File: config.mk
export PLATFORM = sky130hd
export DESIGN_NAME = mmp_mem
export DESIGN_NICKNAME = d
export VERILOG_FILES = /design/src/rtl/core/mmp_mem.sv
export SDC_FILE = /design/constraint.sdc
export NUM_CORES = 2
export LEC_CHECK = 0
export ABC_AREA = 1
export ABC_CLOCK_PERIOD_IN_PS = 5800
export BUFFER_PORTS_ARGS = -buffer_cell sky130_fd_sc_hd__buf_2
export CAP_MARGIN = 20
export CORE_UTILIZATION = 60
export CTS_CLUSTER_SIZE = 14
export DETAILED_ROUTE_END_ITERATION = 12
export GPL_ROUTABILITY_DRIVEN = 0
export PLACE_DENSITY_LB_ADDON = 0.1
export SLEW_MARGIN = 10
export SYNTH_ARGS = -nofsm -noshare
export SYNTH_HDL_FRONTEND = slang
export SYNTH_SLANG_ARGS = --single-unit
File: constraint.sdc
create_clock -name i_clk -period 5.8 [get_ports i_clk]
set_input_delay 0.29 -clock i_clk [delete_from_list [all_inputs] [get_ports i_clk]]
set_output_delay 0.29 -clock i_clk [all_outputs]
set_load 0.01 [all_outputs]
File: src/rtl/core/mmp_mem.sv
// Synchronous element memory: one write port, one registered read port.
`default_nettype none
module mmp_mem #(
    parameter int DEPTH = 64,
    parameter int WIDTH = 32
) (
    input  wire logic                     i_clk,
    input  wire logic                     i_we,
    input  wire logic [$clog2(DEPTH)-1:0] i_waddr,
    input  wire logic [WIDTH-1:0]         i_wdata,
    input  wire logic [$clog2(DEPTH)-1:0] i_raddr,
    output logic      [WIDTH-1:0]         o_rdata
);
    logic [WIDTH-1:0] r_mem [DEPTH];

    always_ff @(posedge i_clk) begin
        if (i_we) begin
            r_mem[i_waddr] <= i_wdata;
        end
    end

    always_ff @(posedge i_clk) begin
        o_rdata <= r_mem[i_raddr];
    end
endmodule
`default_nettype wire

== Word-level counts from Yosys, hierarchy flattened ==
Memory sizes are Yosys's and may differ from the RTL's. A register that Yosys moved wholly into a read port is not among the register bits.
Index checks and enable logic that the tools add are counted.
Storage, ports and cells
  flip-flop bits (word level): 0
  memory bits (writable): 2048
  bits of input ports: 46
  output and inout bits: 32
  word-level logic and storage cells: 3
  memories: 1
Operators by class
  muxes and demuxes: 2
Memory list
  r_mem: depth 64, width 32, rd ports 1, clocked after Yosys merged registers in 1, write ports 1, RTL line 14  | logic [WIDTH-1:0] r_mem [DEPTH];
Operators with widths (number)
  2-to-1 mux 1 bit: 2

== Longest topological paths before layout ==
  word-level depth: 2
  mapped depth: 13

== Worst setup path after synthesis ==
Ideal clock, no wire load.
  path type: in2reg
  start point: in i_we
  end point: mem r_mem[48][0], enable pin
  arrival: 3918 ps
  path slack: 1380 ps
  stages: 3
  path buffers: 1
  path through: clkbuf_1 nand4_1 nor4_1
Between the ends
  longest elaborated chain between the ends: 2
RTL lines
  start: declaration: RTL line 8  | input wire logic i_we,
  2-to-1 mux 1 bit: RTL line 17  | if (i_we) begin
  2-to-1 mux 1 bit (implied by the code): RTL line 18  | r_mem[i_waddr] <= i_wdata;
  end: declaration: RTL line 14
No other way between the ends.

== Worst setup path in the final report ==
  start point: in i_waddr[2]
  end point: mem r_mem[58][22], enable pin
RTL lines
  start: declaration: RTL line 9  | input wire logic [$clog2(DEPTH)-1:0] i_waddr,
No word-level cell before the write port.

==> impl_summary.log <==
[metrics] Area growth, synth to finish: 10.79%
[metrics] area of the mapped netlist: 82740 um2
[metrics] maximum root-to-sink buffer count: 3
[metrics] largest vdd supply drop: 274.1 uV
[metrics] Worst Path Max Fanout: 22
[metrics] antenna viol nets, final: 0
[metrics] class of the tightest hold or removal check: input pin to flop
[metrics] Slew @ Worst Pin: about 1300 ps
[metrics] horizontal extent of the die: 373.3 um
[metrics] top library cells by usage in the layout, fill and taps aside: 2248 x sky130_fd_sc_hd__nand2_1, 2048 x sky130_fd_sc_hd__edfxtp_1, 1907 x sky130_fd_sc_hd__nand3_1
[metrics] data required time of the worst path: 6330 ps
[metrics] Net Switching: 0.007076 W
[metrics] power per cell area: 339.7 nW/um2
[metrics] # port buffers: 77
[metrics] global-route wire length before repair: 342.8 mm
[metrics] average wire per standard cell: 27.00 um
[metrics] sequential area share after synthesis: 75.10%
[metrics] setup slack on the worst flop-to-flop path: just over 4000 ps
[metrics] vertical die dimension: around 370 um
[metrics] root buffer selected by CTS: sky130_fd_sc_hd__clkbuf_16
[metrics] Combinational Power Share: roughly 6.1%
[metrics] number of remaining DRC errors: 0
[metrics] die area: 139400 um2
[metrics] share of the clock period used by the worst path: 46.97%
[metrics] Fin Clk Skew: 24.40 ps
[metrics] fraction of power consumed by the clock network: between 40% and 50%
[metrics] total routing resource utilization after global routing: 33.61%
[metrics] total detailed-routing wirelength: between 200 and 250 mm
[metrics] instance count of the mapped netlist: 6769
[metrics] TritonRoute pass-1 iters: 6
[metrics] Min-Delay Startpoint: i_wdata[3]
[metrics] cell internal power dissipation: 0.02407 W
[metrics] start-to-end type of the worst setup path: input pin to flop
[metrics] number of setup violations in the final report: 0
[metrics] count of cells resized by post-cts repair: 0
[metrics] critical path capture point type: flop
[metrics] antenna violations before repair: 11
[metrics] pin count of the biggest net entering global routing: 189
[metrics] Sw Share: ~23%
[metrics] storage element area: 62140 um2
[metrics] mux cell area share after synthesis: 0%
[metrics] timing-limited maximum frequency: roughly 370 MHz
[metrics] worst setup slack before clock tree synthesis: 2378 ps
[metrics] number of vias per cell: 6.268
[metrics] CP startpoint: i_waddr[2]
[metrics] Min Clock Period, post-route: 2724 ps
[metrics] headroom to the max-slew limit: 16.30%
[metrics] number of clock sinks: 2080
[metrics] dominant combinational cell family by area after synthesis: simple AND/OR/NAND/NOR gates
[metrics] Yosys Warn Count: 0
[metrics] number of cell rows: between 100 and 150
[metrics] startpoint class of the critical path: input pin
[metrics] clock latency of the later-clocked register in the worst-skew pair: approximately 840 ps
[metrics] most common cell after layout, fill and taps aside: sky130_fd_sc_hd__nand2_1
[metrics] sum of net half-perimeters after detailed placement: roughly 120 mm
[metrics] leakage: 32.28 nW
[metrics] IO Count: 78
[metrics] Post-layout nets: just under 7000
[metrics] total congestion overflow after global routing: 0
[metrics] startpoint of the most critical register-to-register path: r_mem[58][28]
[metrics] area fraction in compound gates after synthesis: 0%
[metrics] final max-slew violation count: 0
[metrics] count of maximum capacitance violations: 0
[metrics] vias in the first global route: 51250
[metrics] part of the total power dissipated in sequential elements: 53.6%
[metrics] total area of multi-input combinational cells: 18770 um2
[metrics] adder-cell share of the synthesized area: 0%
[metrics] average cell area after synthesis: 12.22 um2
[metrics] hold buffers post-CTS: 9
[metrics] distinct cell type count of the synthesized netlist: 16
[metrics] Post-CTS Setup Inserts: 0
[metrics] Inserted Clock Buffers: between 200 and 250
[metrics] smallest setup slack after layout: 3076 ps
[metrics] Starting Density: 60.77%
[metrics] RSZ-0062 raised after global routing: false
[metrics] Synth Net Count: between 6000 and 7000
[metrics] Critical Path AT: 3250 ps
[metrics] simple-gate area share of the yosys netlist: 22.12%
[metrics] final hold viol count: 0
[metrics] CTS HTree Levels: 4
[metrics] overall via count from detail_route: approximately 55000
[metrics] violation count after the first detailed-route iteration: between 8000 and 9000
[metrics] core area: 136100 um2
[metrics] setup_tns: 0 ps
[metrics] flip-flop and latch count after synthesis: ~2100
[metrics] count of filler cells inserted in the layout: just under 10000
[metrics] register clock-pin slew on the reported worst setup and hold paths: 60 ps
[metrics] layout cells sized above 1: 8.349%
[metrics] CTS tree: yes
[metrics] outcome: completed
[metrics] synthesized-area fraction occupied by xor and xnor cells: 0%
cells by family (layout without fill, tap and decap cells):
group,after synthesis,after routing
AND/OR/NAND/NOR,4228,4228
flip-flops,2080,2080
buffers and inverters,461,639
other,0,4
synth_stat cells (all sizes together):
master,number,area share [%]
buf,372,2.4
nand4,9,0.068
edfxtp,2048,74
clkbuf,77,0.35
dfxtp,32,0.77
nand3,1907,12
inv,12,0.057
nand2,2248,10
nor2,56,0.25
nor4,8,0.060
registers in the layout, summed over array words and instances (netlist names):
register	cells
r_mem	2048
o_rdata	32
cell type report:
cell class | count | area share (%)
diodes | 4 | 0.01092
clock buffers | 281 | 6.026
clock inverters | 100 | 0.8094
inverters | 12 | 0.09009
multi-input cells | 4228 | 20.48
flip-flops and latches | 2080 | 67.79
well taps | 1781 | 2.431
repair buffers | 246 | 2.368
layer usage:
metal / share of wire, % / vias up / track usage [%]
li1: - / 24150 / -
met1: 39 / 26720 / 48.15
met2: 46 / 3391 / 51.42
met3: 12 / 457 / 7.314
met4: 3.4 / 12 / 11.72
met5: 0.034 / - / 0
stage by stage:
stage	hold slack, ps	cell area [um2]	utilization, %	instances	total power, W
detailed placement	705.0	85150	62.54	8328	0.01887
global placement	704.6	84950	62.39	8318	0.01883
finish	43.09	91670	67.33	8732	0.03114
floorplan	388.9	82740	-	6769	0.01802
global route	56.03	91660	67.33	8729	0.03190
CTS	57.14	91500	67.21	8718	0.03117
path summary, 6_finish.rpt:
| kind | end | depth (start not counted) |
|---|---|---|
| max | r_mem[58][22] | 5 |
| min | r_mem[35][3] | 1 |
| max reg2reg | o_rdata[28] | 8 |
| min reg2reg | o_rdata[17] | 8 |
worst max-delay path, stage by stage:
cell and delay, ps:
sky130_fd_sc_hd__buf_2 230, sky130_fd_sc_hd__inv_1 290, sky130_fd_sc_hd__nand4_1 770, sky130_fd_sc_hd__nor2_4 1240
sky130_fd_sc_hd__buf_4 390
power groups by stage:
stage	Combinational (W)	Sequential [W]	Clock [W]
after floorplan	0.00102	0.0170	0
final	0.00190	0.0167	0.0125
after global routing	0.00204	0.0167	0.0132
after CTS	0.00186	0.0167	0.0126
after detailed placement	0.00184	0.0170	0
after global placement	0.00181	0.0170	0
Power figures use the tool's default switching activity.
