[src/rtl/core/mmp_pkg.sv]
// Shared types and constants of the matrix multiply and power unit.
`default_nettype none
package mmp_pkg;

    localparam int MAX_DIM_DEF    = 8;
    localparam int ELEM_WIDTH_DEF = 32;
    localparam int CFG_W          = 4;
    localparam int PADDR_W        = 4;

    typedef enum logic [1:0] {
        OP_LOAD_A = 2'd0,
        OP_LOAD_B = 2'd1,
        OP_MUL    = 2'd2,
        OP_POW    = 2'd3
    } t_op;

    typedef enum logic [1:0] {
        REG_ROWS_A = 2'd0,
        REG_INNER  = 2'd1,
        REG_COLS_B = 2'd2,
        REG_NONE   = 2'd3
    } t_reg;

    typedef enum logic [1:0] {
        Y_B = 2'd0,
        Y_A = 2'd1,
        Y_P = 2'd2,
        Y_R = 2'd3
    } t_ysel;

    typedef enum logic [3:0] {
        S_IDLE,
        S_RD,
        S_MUL,
        S_ACC,
        S_WR,
        S_CP_RD,
        S_CP_WR,
        S_NEXT,
        S_EM_RD,
        S_EM_CAP,
        S_EM_HOLD
    } t_state;

    typedef struct packed {
        logic clr;
        logic mul;
        logic acc;
    } t_mac_ctl;

endpackage
`default_nettype wire

[src/rtl/core/mmp_mac.sv]
// Multiply-accumulate unit with a registered product and accumulator.
`default_nettype none
module mmp_mac #(
    parameter int ELEM_WIDTH = 32
) (
    input  wire logic                  i_clk,
    input  wire mmp_pkg::t_mac_ctl     i_ctl,
    input  wire logic [ELEM_WIDTH-1:0] i_x,
    input  wire logic [ELEM_WIDTH-1:0] i_y,
    output logic      [ELEM_WIDTH-1:0] o_acc
);
    import mmp_pkg::*;

    logic [ELEM_WIDTH-1:0] r_prod;
    logic [ELEM_WIDTH-1:0] r_acc;

    always_ff @(posedge i_clk) begin
        if (i_ctl.mul) begin
            r_prod <= i_x * i_y;
        end
        if (i_ctl.clr) begin
            r_acc <= '0;
        end else if (i_ctl.acc) begin
            r_acc <= r_acc + r_prod;
        end
    end

    assign o_acc = r_acc;
endmodule
`default_nettype wire

[config.mk]
export PLATFORM = sky130hd
export DESIGN_NAME = mmp_mac
export DESIGN_NICKNAME = d
export VERILOG_FILES = /design/src/rtl/core/mmp_pkg.sv /design/src/rtl/core/mmp_mac.sv
export SDC_FILE = /design/constraint.sdc
export NUM_CORES = 1
export LEC_CHECK = 0
export ABC_CLOCK_PERIOD_IN_PS = 12600
export BUFFER_PORTS_ARGS = -buffer_cell sky130_fd_sc_hd__buf_4
export CORE_AREA = 2 2 128 255
export CTS_CLUSTER_DIAMETER = 80
export DETAILED_ROUTE_END_ITERATION = 10
export DIE_AREA = 0 0 130 257
export MAX_ROUTING_LAYER = met4
export PLACE_DENSITY = 0.79
export REMOVE_ABC_BUFFERS = 1
export SKIP_LAST_GASP = 1
export SLEW_MARGIN = 25
export SYNTH_ARGS = -nofsm -noshare
export SYNTH_HDL_FRONTEND = slang
export SYNTH_SLANG_ARGS = --single-unit
[constraint.sdc]
create_clock -name i_clk -period 12.6 [get_ports i_clk]
set_clock_uncertainty 0.15 [all_clocks]
set_input_delay 2.52 -clock i_clk [delete_from_list [all_inputs] [get_ports i_clk]]
set_output_delay 2.52 -clock i_clk [all_outputs]
set_load 0.01 [all_outputs]
# Word level (Yosys, flattened, before mapping)
# Cells that the tools add are included.
# word_totals
wordCells	4
reg_bits	64
out_inout_bits	32
# classes
mul	1
add_sub_neg	1
# ops
cell	n
$add 32x32->32	1
$mul 32x32->32	1

# Longest topological paths before layout
# Gate-level depths: netlist of run 1.
# logic_depth
ltp_word	1
mapped_depth	28
depth_no_buf	26

# Worst setup path after synthesis of run 1
# No wires, ideal clock.
# synth_path
kind	input to register
startpoint	in i_y[2]
endpoint	reg r_prod[30] (data pin)
path_buffers	2
setup_ns	0.258
setup_slack_ns	3.454
path_stages	25
arrival_time_ns	8.738
path_cell_list	clkbuf_1 clkbuf_1 and2_1 fa_1 inv_1 fa_1 fa_1 fa_1 inv_1 fa_1 inv_1 fa_1 inv_1 fa_1 fa_1 ha_1 a21o_1 a21o_1 a21o_1 a21oi_1 o31ai_2 a211oi_1 o31ai_1 a21oi_1 xnor2_1
# synth_via
elab_chain_cells	1
# synth_rtl
element	line_no	rtl
from (decl)	mmp_mac.sv:9	input wire logic [ELEM_WIDTH-1:0] i_y,
$mul 32x32->32	mmp_mac.sv:19	r_prod <= i_x * i_y;
to (signal assigned)	mmp_mac.sv:19	
to (decl)	mmp_mac.sv:14	logic [ELEM_WIDTH-1:0] r_prod;
# No other way between the ends.
# A chain may end at the register's enable or synchronous reset.

# Final worst setup path of run 1
# layout_path
startpoint	in i_y[2]
endpoint	reg r_prod[31] (data pin)
# Same word-level chain as after synthesis.

==> summary.txt, run 1 <==
Setup path
  • Slack of the worst reg-to-reg path: 9.32 ns
  • Kind of launch point of the worst setup path: input port
  • Sort of element at the end of the critical path: flip-flop
  • Timing endpoint of the critical path: r_prod[31]
  • Timing startpoint of the critical path: i_y[2]
  • Type of the setup path with the least slack: in2reg
  • Worst path arrival time: 9.70 ns
  • CP Data Required Time: 12.54 ns
  • Endpoint of the most critical register-to-register path: o_acc[31]
  • Crit Reg-Reg Startpoint: r_prod[8]
  • Crit-path max FO: 30
  • Cell depth of the worst flop-to-flop path: 11

Clock network
  • CTS HTree Levels: 3
  • CTS max path bufs: 2
  • Clock tree from TritonCTS: yes
  • TritonCTS Buffers: 9
  • Post-CTS setup buffers: 0
  • Post_cts resized: 0
  • Clock edge transition at the registers on the reported setup and hold paths: 0.06 ns
  • Hold-fix buffers, CTS: 0
  • Clock net sink count: 64
  • Clock Latency Late Sink: 0.35 ns
  • Clock root buffer master: clkbuf_16

Die
  • Number of standard-cell rows in the floorplan: 92
  • Total Die Area: around 33000 um2
  • Floorplan core area: roughly 31000 um2
  • Die W: 130 um
  • Die boundary height: 257 um
  • Initial cell density of the core: 61.4%
  • # IOs: 100

Synth
  • Post-Synthesis Cells: ~2100
  • Sequential share of the synthesized area: 8.31%
  • Number of enable flip-flop cells after synthesis: 32
  • Netlist Area Pre-Place: 19300 um2
  • Number of warnings reported in the yosys synthesis log: 0
  • Share of flip-flops with an asynchronous set or reset after synthesis: 0%
  • Count of distinct cell types in the synthesized netlist: 62
  • Register bit count reported by yosys: 64
  • Predominant post-synthesis flop cell: edfxtp_1
  • Post-synthesis area per instance: 9.16 um2

STA
  • Total of endpoints with negative setup slack in the final report: 0
  • Worst slew slack as a fraction of its limit: 49.9%
  • Setup repair after global routing missed its margin: no
  • Highest Clock Rate: slightly above 0.1 GHz
  • Ratio of final minimum period to clock period: ~77%
  • Final setup TNS: 0 ns
  • Smallest setup slack after layout: 2.84 ns
  • Slew @ Worst Pin: 0.750 ns
  • Hold violation count in the final report: 0
  • Min cycle time layout: 9.76 ns
  • Number of pins with negative max-slew slack in the final report: 0

Route
  • DR pass1 iterations: 5
  • Vias per std cell: 5.77
  • Number of vias in the routed layout: 14700
  • Post-route antenna net violation count: 0
  • Final wirelength: 52600 um
  • DR DRC count: 0
  • Routed wire length per instance: a little over 20 um
  • 1st-iter DRT viols: 841

Cells and area
  • Synth-to-Final Area Change: 6.42%
  • Total inserted antenna cells: 0
  • Post-Layout Cell Count: 2544
  • Share of post-route cells with drive strength above 1: slightly above 6%
  • Post-layout net count: around 2700
  • Share of the core filled with cells in the final layout: between 60% and 70%

Global routing
  • Global-route total usage across every layer: 34.0%
  • Wire length of the first global-routing pass: 83000 um
  • Maximum number of pins on one net before global-route repair: 34
  • Leftover overflow at the end of global routing: 0
  • Number of antenna violations at the first check in global routing: 0
  • Number of global-route vias before repair: 16700

Placed design
  • Routability cong.: 1.00
  • Post-detailed-placement half-perimeter wirelength: 43400 um
  • Post-Place Setup Slack: 2.54 ns
  • Port bufs: a little under 100
  • Number of placed cells counting well taps: 2528

Worst hold path
  • Type of the most critical hold path: reg2reg

Run status
  • Status: completed

Run
  • Max-capacitance violation count: 0
through the flow:
| step | cell area (um2) | hold slack, ns |
|---|---|---|
| after floorplan | 18900 | 0.346 |
| after global placement | 20200 | 0.343 |
| after detailed placement | 20200 | 0.343 |
| after CTS | 20500 | 0.351 |
| after global routing | 20500 | 0.380 |
| final | 20500 | 0.347 |
cell usage after synthesis (all sizes together), types with 4 or more instances:
master / instances / area share (%)
nor3: 15 / 0.39
nand3: 11 / 0.29
nand2: 277 / 5.4
buf: 6 / 0.17
nand2b: 6 / 0.19
fa: 409 / 42
edfxtp: 32 / 5.0
o21bai: 10 / 0.41
nor4: 4 / 0.16
a31oi: 8 / 0.26
nand4: 8 / 0.26
a211oi: 13 / 0.62
o21ai: 26 / 0.69
a21o: 27 / 1.1
xor2: 21 / 0.95
o21a: 7 / 0.27
nor2b: 7 / 0.23
and2: 271 / 8.8
clkbuf: 92 / 1.8
xnor2: 86 / 3.9
inv: 412 / 8.0
and3: 4 / 0.13
a21oi: 53 / 1.4
ha: 154 / 10
dfxtp: 32 / 3.3
mux2i: 15 / 0.78
nor2: 61 / 1.2
routing by layer:
layer	up-vias	part of all wire [%]	global-route usage, %
li1	6349	-	-
met1	7475	31	31.6
met2	592	55	61.5
met3	265	4.3	2.56
met4	0	9.9	27.5
met5	-	0	-
how the worst min path moves through the flow:
stage          startpoint       end  slack (ns)  depth (start not counted)
2_1_floorplan    o_acc[4]  o_acc[4]        0.35                          2
3_3_place_gp     o_acc[4]  o_acc[4]        0.34                          2
3_5_place_dp     o_acc[4]  o_acc[4]        0.34                          2
4_1_cts          o_acc[4]  o_acc[4]        0.35                          2
5_1_grt          o_acc[4]  o_acc[4]        0.38                          2
6_report         o_acc[4]  o_acc[4]        0.35                          2
sequential cells by signal (all words and copies together) (netlist names):
name and count:
o_acc 32, r_prod 32
final cells by class:
type / count / area (um2)
Multi-Input combinational cell: 1530 / 15800
Fill cell: 2608 / 10900
Sequential cell: 64 / 1600
Inverter: 412 / 1550
Timing Repair Buffer: 99 / 743
Tap cell: 423 / 529
Clock buffer: 9 / 225
Clock inverter: 7 / 119
placed cells by master (no fill, tap or decap), types with 10 or more instances in the layout:
master    synthesis  routed
xor2_1           21      21
fa_1            409     409
buf_4             0      99
inv_1           412     412
a211oi_1         10      10
mux2i_1          15      15
edfxtp_1         32      32
nand3_1          11      11
xnor2_1          86      86
o21ai_0          18      18
a21o_1           27      27
and2_1          271     271
a21oi_1          53      53
dfxtp_1          32      32
nand2_1         277     277
ha_1            154     154
nor2_1           61      61
nor3_1           15      15
critical path, stage by stage:
cell and delay, ns:
buf_4 0.21, and2_1 0.23, fa_1 0.53, inv_1 0.05, fa_1 0.49, fa_1 0.46
fa_1 0.54, inv_1 0.05, fa_1 0.46, ha_1 0.31, fa_1 0.50, fa_1 0.41
ha_1 0.41, nand4_1 0.20, nor2_1 0.18, nand4_1 0.32, a311oi_2 0.48, nand3_1 0.18
a41oi_1 0.27, o21a_1 0.17, o21ai_1 0.09, a21oi_1 0.49, xnor2_1 0.13
kinds of logic after synthesis:
group,count (synthesis),synth area share [%]
AO/OA/AOI/OAI,170,6.05
XOR/XNOR,107,4.86
adder cells (fa/ha/maj),563,52.5
buffers and inverters,510,9.98
flip-flops,64,8.31
multiplexers,15,0.779
AND/OR/NAND/NOR,675,17.6
Power of run 1 is left out: the tool's default activity adds up to more than one toggle a clock period on the data nets, which glitch-free logic cannot reach.
==> run 2, diff against run 1 <==
--- a/config.mk
+++ b/config.mk
@@ -5,7 +5,7 @@
 export SDC_FILE = /design/constraint.sdc
 export NUM_CORES = 1
 export LEC_CHECK = 0
-export ABC_CLOCK_PERIOD_IN_PS = 12600
+export ABC_CLOCK_PERIOD_IN_PS = 9200
 export BUFFER_PORTS_ARGS = -buffer_cell sky130_fd_sc_hd__buf_4
 export CORE_AREA = 2 2 128 255
 export CTS_CLUSTER_DIAMETER = 80
==> constraint.sdc (replaced) <==
create_clock -name i_clk -period 9.2 [get_ports i_clk]
set_clock_uncertainty 0.15 [all_clocks]
set_input_delay 1.84 -clock i_clk [delete_from_list [all_inputs] [get_ports i_clk]]
set_output_delay 1.84 -clock i_clk [all_outputs]
set_load 0.01 [all_outputs]
==> run 2 against run 1 <==
  * Global-route usage increased by 1.1 points
  * Count of clock-buffer cells in the layout increased by 2
  * First-iteration DRC count decreased by 3.3%
  * Via count increased by 0.58%
  * Final cell count increased by 1.6%
  * Highest routed layer unchanged
==> summary.txt, run 2 (synthesis results as in run 1) <==
Run status
  • Status: completed (unchanged)

STA
  • Setup repair after global routing missed its margin: no (unchanged)
  • Total of endpoints with negative setup slack in the final report: 0 (unchanged)
  • Worst slew slack as a fraction of its limit: 52.1% (was 49.9%)
  • Ratio of final minimum period to clock period: 95.0%
  • Highest Clock Rate: ~0.11 GHz
  • Final Hold Slack: 0.353 ns (was 0.347 ns)
  • Slew @ Worst Pin: 0.718 ns (was 0.750 ns)
  • Number of pins with negative max-slew slack in the final report: 0 (unchanged)
  • Min cycle time layout: between 8 and 9 ns
  • Hold violation count in the final report: 0 (unchanged)
  • Final setup TNS: 0 ns (unchanged)

Setup path
  • Endpoint of the most critical register-to-register path: o_acc[20] (was o_acc[31])
  • Type of the setup path with the least slack: in2reg (unchanged)
  • CP Data Required Time: 9.15 ns (was 12.54 ns)
  • Crit Reg-Reg Startpoint: r_prod[0] (was r_prod[8])
  • Buf+Inv Stages, Crit Path: 4 (was 3)
  • Cell depth of the worst flop-to-flop path: 13 (was 11)
  • Worst path arrival time: 8.69 ns (was 9.70 ns)
  • Sort of element at the end of the critical path: flip-flop (unchanged)
  • Largest stage delay on the critical path: 0.54 ns (about the same)
  • Kind of cell adding the most delay to the critical path: adder cells (unchanged)
  • Slack of the worst reg-to-reg path: 5.88 ns (was 9.32 ns)
  • Crit-path slowest cell: fa_1 (unchanged)
  • Number of logic stages on the critical path including buffering: 24 (was 23)
  • Crit-path max FO: 18 (was 30)
  • Ordered list of cells on the worst path: buf_4 -> buf_4 -> and2_1 -> fa_1 -> inv_1 -> fa_1 -> fa_1 -> fa_1 -> inv_1 -> fa_1 -> ha_1 -> fa_1 -> fa_1 -> ha_1 -> nand4_1 -> nor2_1 -> nand4_1 -> a311oi_2 -> nand3_1 -> a41oi_1 -> o21a_1 -> o21ai_1 -> a21oi_1 -> xor2_1 (was buf_4 -> and2_1 -> fa_1 -> inv_1 -> fa_1 -> fa_1 -> fa_1 -> inv_1 -> fa_1 -> ha_1 -> fa_1 -> fa_1 -> ha_1 -> nand4_1 -> nor2_1 -> nand4_1 -> a311oi_2 -> nand3_1 -> a41oi_1 -> o21a_1 -> o21ai_1 -> a21oi_1 -> xnor2_1)
  • Kind of launch point of the worst setup path: input port (unchanged)
  • Most used cell, CP: fa_1 (unchanged)

Cells and area
  • Top library cells by usage in the layout, fill and taps aside: inv_1 (412), fa_1 (409), nand2_1 (277) (unchanged)
  • Most common library cell in the layout ignoring fill and taps: inv_1 (unchanged)
  • Total inserted antenna cells: 0 (unchanged)
  • Share of post-route cells with drive strength above 1: 7.91% (was 6.22%)
  • Synth-to-Final Area Change: 7.79% (was 6.42%)
  • Post-layout net count: 2787 (was 2747)

Worst hold path
  • Hold-critical path depth: 2 (unchanged)
  • Type of the most critical hold path: reg2reg (unchanged)
  • End of the worst hold path: o_acc[4] (unchanged)
  • Hold_sp: o_acc[4] (unchanged)

Route
  • DR DRC count: 0 (unchanged)
  • Final wirelength: 54300 um (was 52600 um)
  • DR pass1 iterations: 5 (unchanged)
  • Routed wire length per instance: 21.0 um (was 20.7 um)
  • Post-route antenna net violation count: 0 (unchanged)
  • 1st-iter DRT viols: 813 (was 841)
  • Number of vias in the routed layout: 14800 (was 14700)
  • Vias per std cell: 5.71 (was 5.77)

Die
  • Die W: 130 um (unchanged)
  • Initial cell density of the core: 61.4% (unchanged)
  • # IOs: 100 (unchanged)
  • Floorplan core area: 31400 um2 (unchanged)
  • Number of standard-cell rows in the floorplan: 92 (unchanged)
  • Total Die Area: 33400 um2 (unchanged)
  • Die boundary height: 257 um (unchanged)

Clock network
  • Clock root buffer master: clkbuf_16 (unchanged)
  • Clock net sink count: 64 (unchanged)
  • TritonCTS Buffers: 9 (unchanged)
  • Post-CTS setup buffers: 0 (unchanged)
  • Clock tree from TritonCTS: yes (unchanged)
  • CTS max path bufs: 2 (unchanged)
  • Clock Latency Late Sink: 0.35 ns (about the same)
  • Post_cts resized: 0 (unchanged)
  • CTS HTree Levels: 3 (unchanged)
  • Clock edge transition at the registers on the reported setup and hold paths: 0.06 ns (about the same)
  • Hold-fix buffers, CTS: 0 (unchanged)

Global routing
  • Maximum number of pins on one net before global-route repair: 34 (unchanged)
  • Global-route total usage across every layer: 35.0% (was 34.0%)
  • Number of global-route vias before repair: 16900 (was 16700)
  • Leftover overflow at the end of global routing: 0 (unchanged)
  • Number of antenna violations at the first check in global routing: 0 (unchanged)
  • Wire length of the first global-routing pass: 84700 um (was 83000 um)

Placed design
  • Port bufs: 99 (unchanged)
  • Post-detailed-placement half-perimeter wirelength: 45800 um (was 43400 um)
  • Routability cong.: 1.03 (was 1.00)

Run
  • Max-capacitance violation count: 0 (unchanged)
## run 2: cell count changes in the layout (fill, tap and decap cells not counted), sizes merged
cell    previous run  this run
buf               99       139
bufinv             3         0
clkinv             1         3
clkbuf             9        11
inv              413       412
## run 2: how the worst max path moves through the flow
stage,startpoint,end,slack (ns)
after floorplan,i_x[16],r_prod[30],1.03
after global placement,i_y[2],r_prod[29],0.28
after detailed placement,i_y[2],r_prod[30],0.20
after CTS,i_y[2],r_prod[30],0.59
after global routing,i_y[2],r_prod[30],0.28
final,i_y[2],r_prod[29],0.46
## run 2: layout make-up
class / count / area [um2]
clock buffers: 11 / 254
clock inverters: 5 / 41.3
fillers: 2571 / 10600
inverters: 412 / 1550
multi-input cells: 1530 / 15800
flip-flops and latches: 64 / 1600
well taps: 423 / 529
repair buffers: 139 / 1060
## run 2: metrics by stage
stage                     worst slack (ns)  area (um2)  util, %  std cells
after global routing                 0.280       20800     66.1       2584
final                                0.462       20800     66.1       2584
after detailed placement             0.205       20500     65.2       2568
after global placement               0.278       20500     65.2       2568
after CTS                            0.588       20800     66.1       2584
after floorplan                       1.03       18900        -       2006
## run 2: routing by layer
metal	global-route usage [%]	routed length (um)
met1	31.8	16500
met5	-	0
met4	30.9	5990
met3	3.37	2170
met2	62.6	29600
## run 2: tightest hold or removal path, delay by kind of cell, from the launching register on
kind,cells,cell delay [ns]
simple gates,1,0.07
flops,1,0.33
compound gates,1,0.05
Power of run 2 is left out for the same reason.
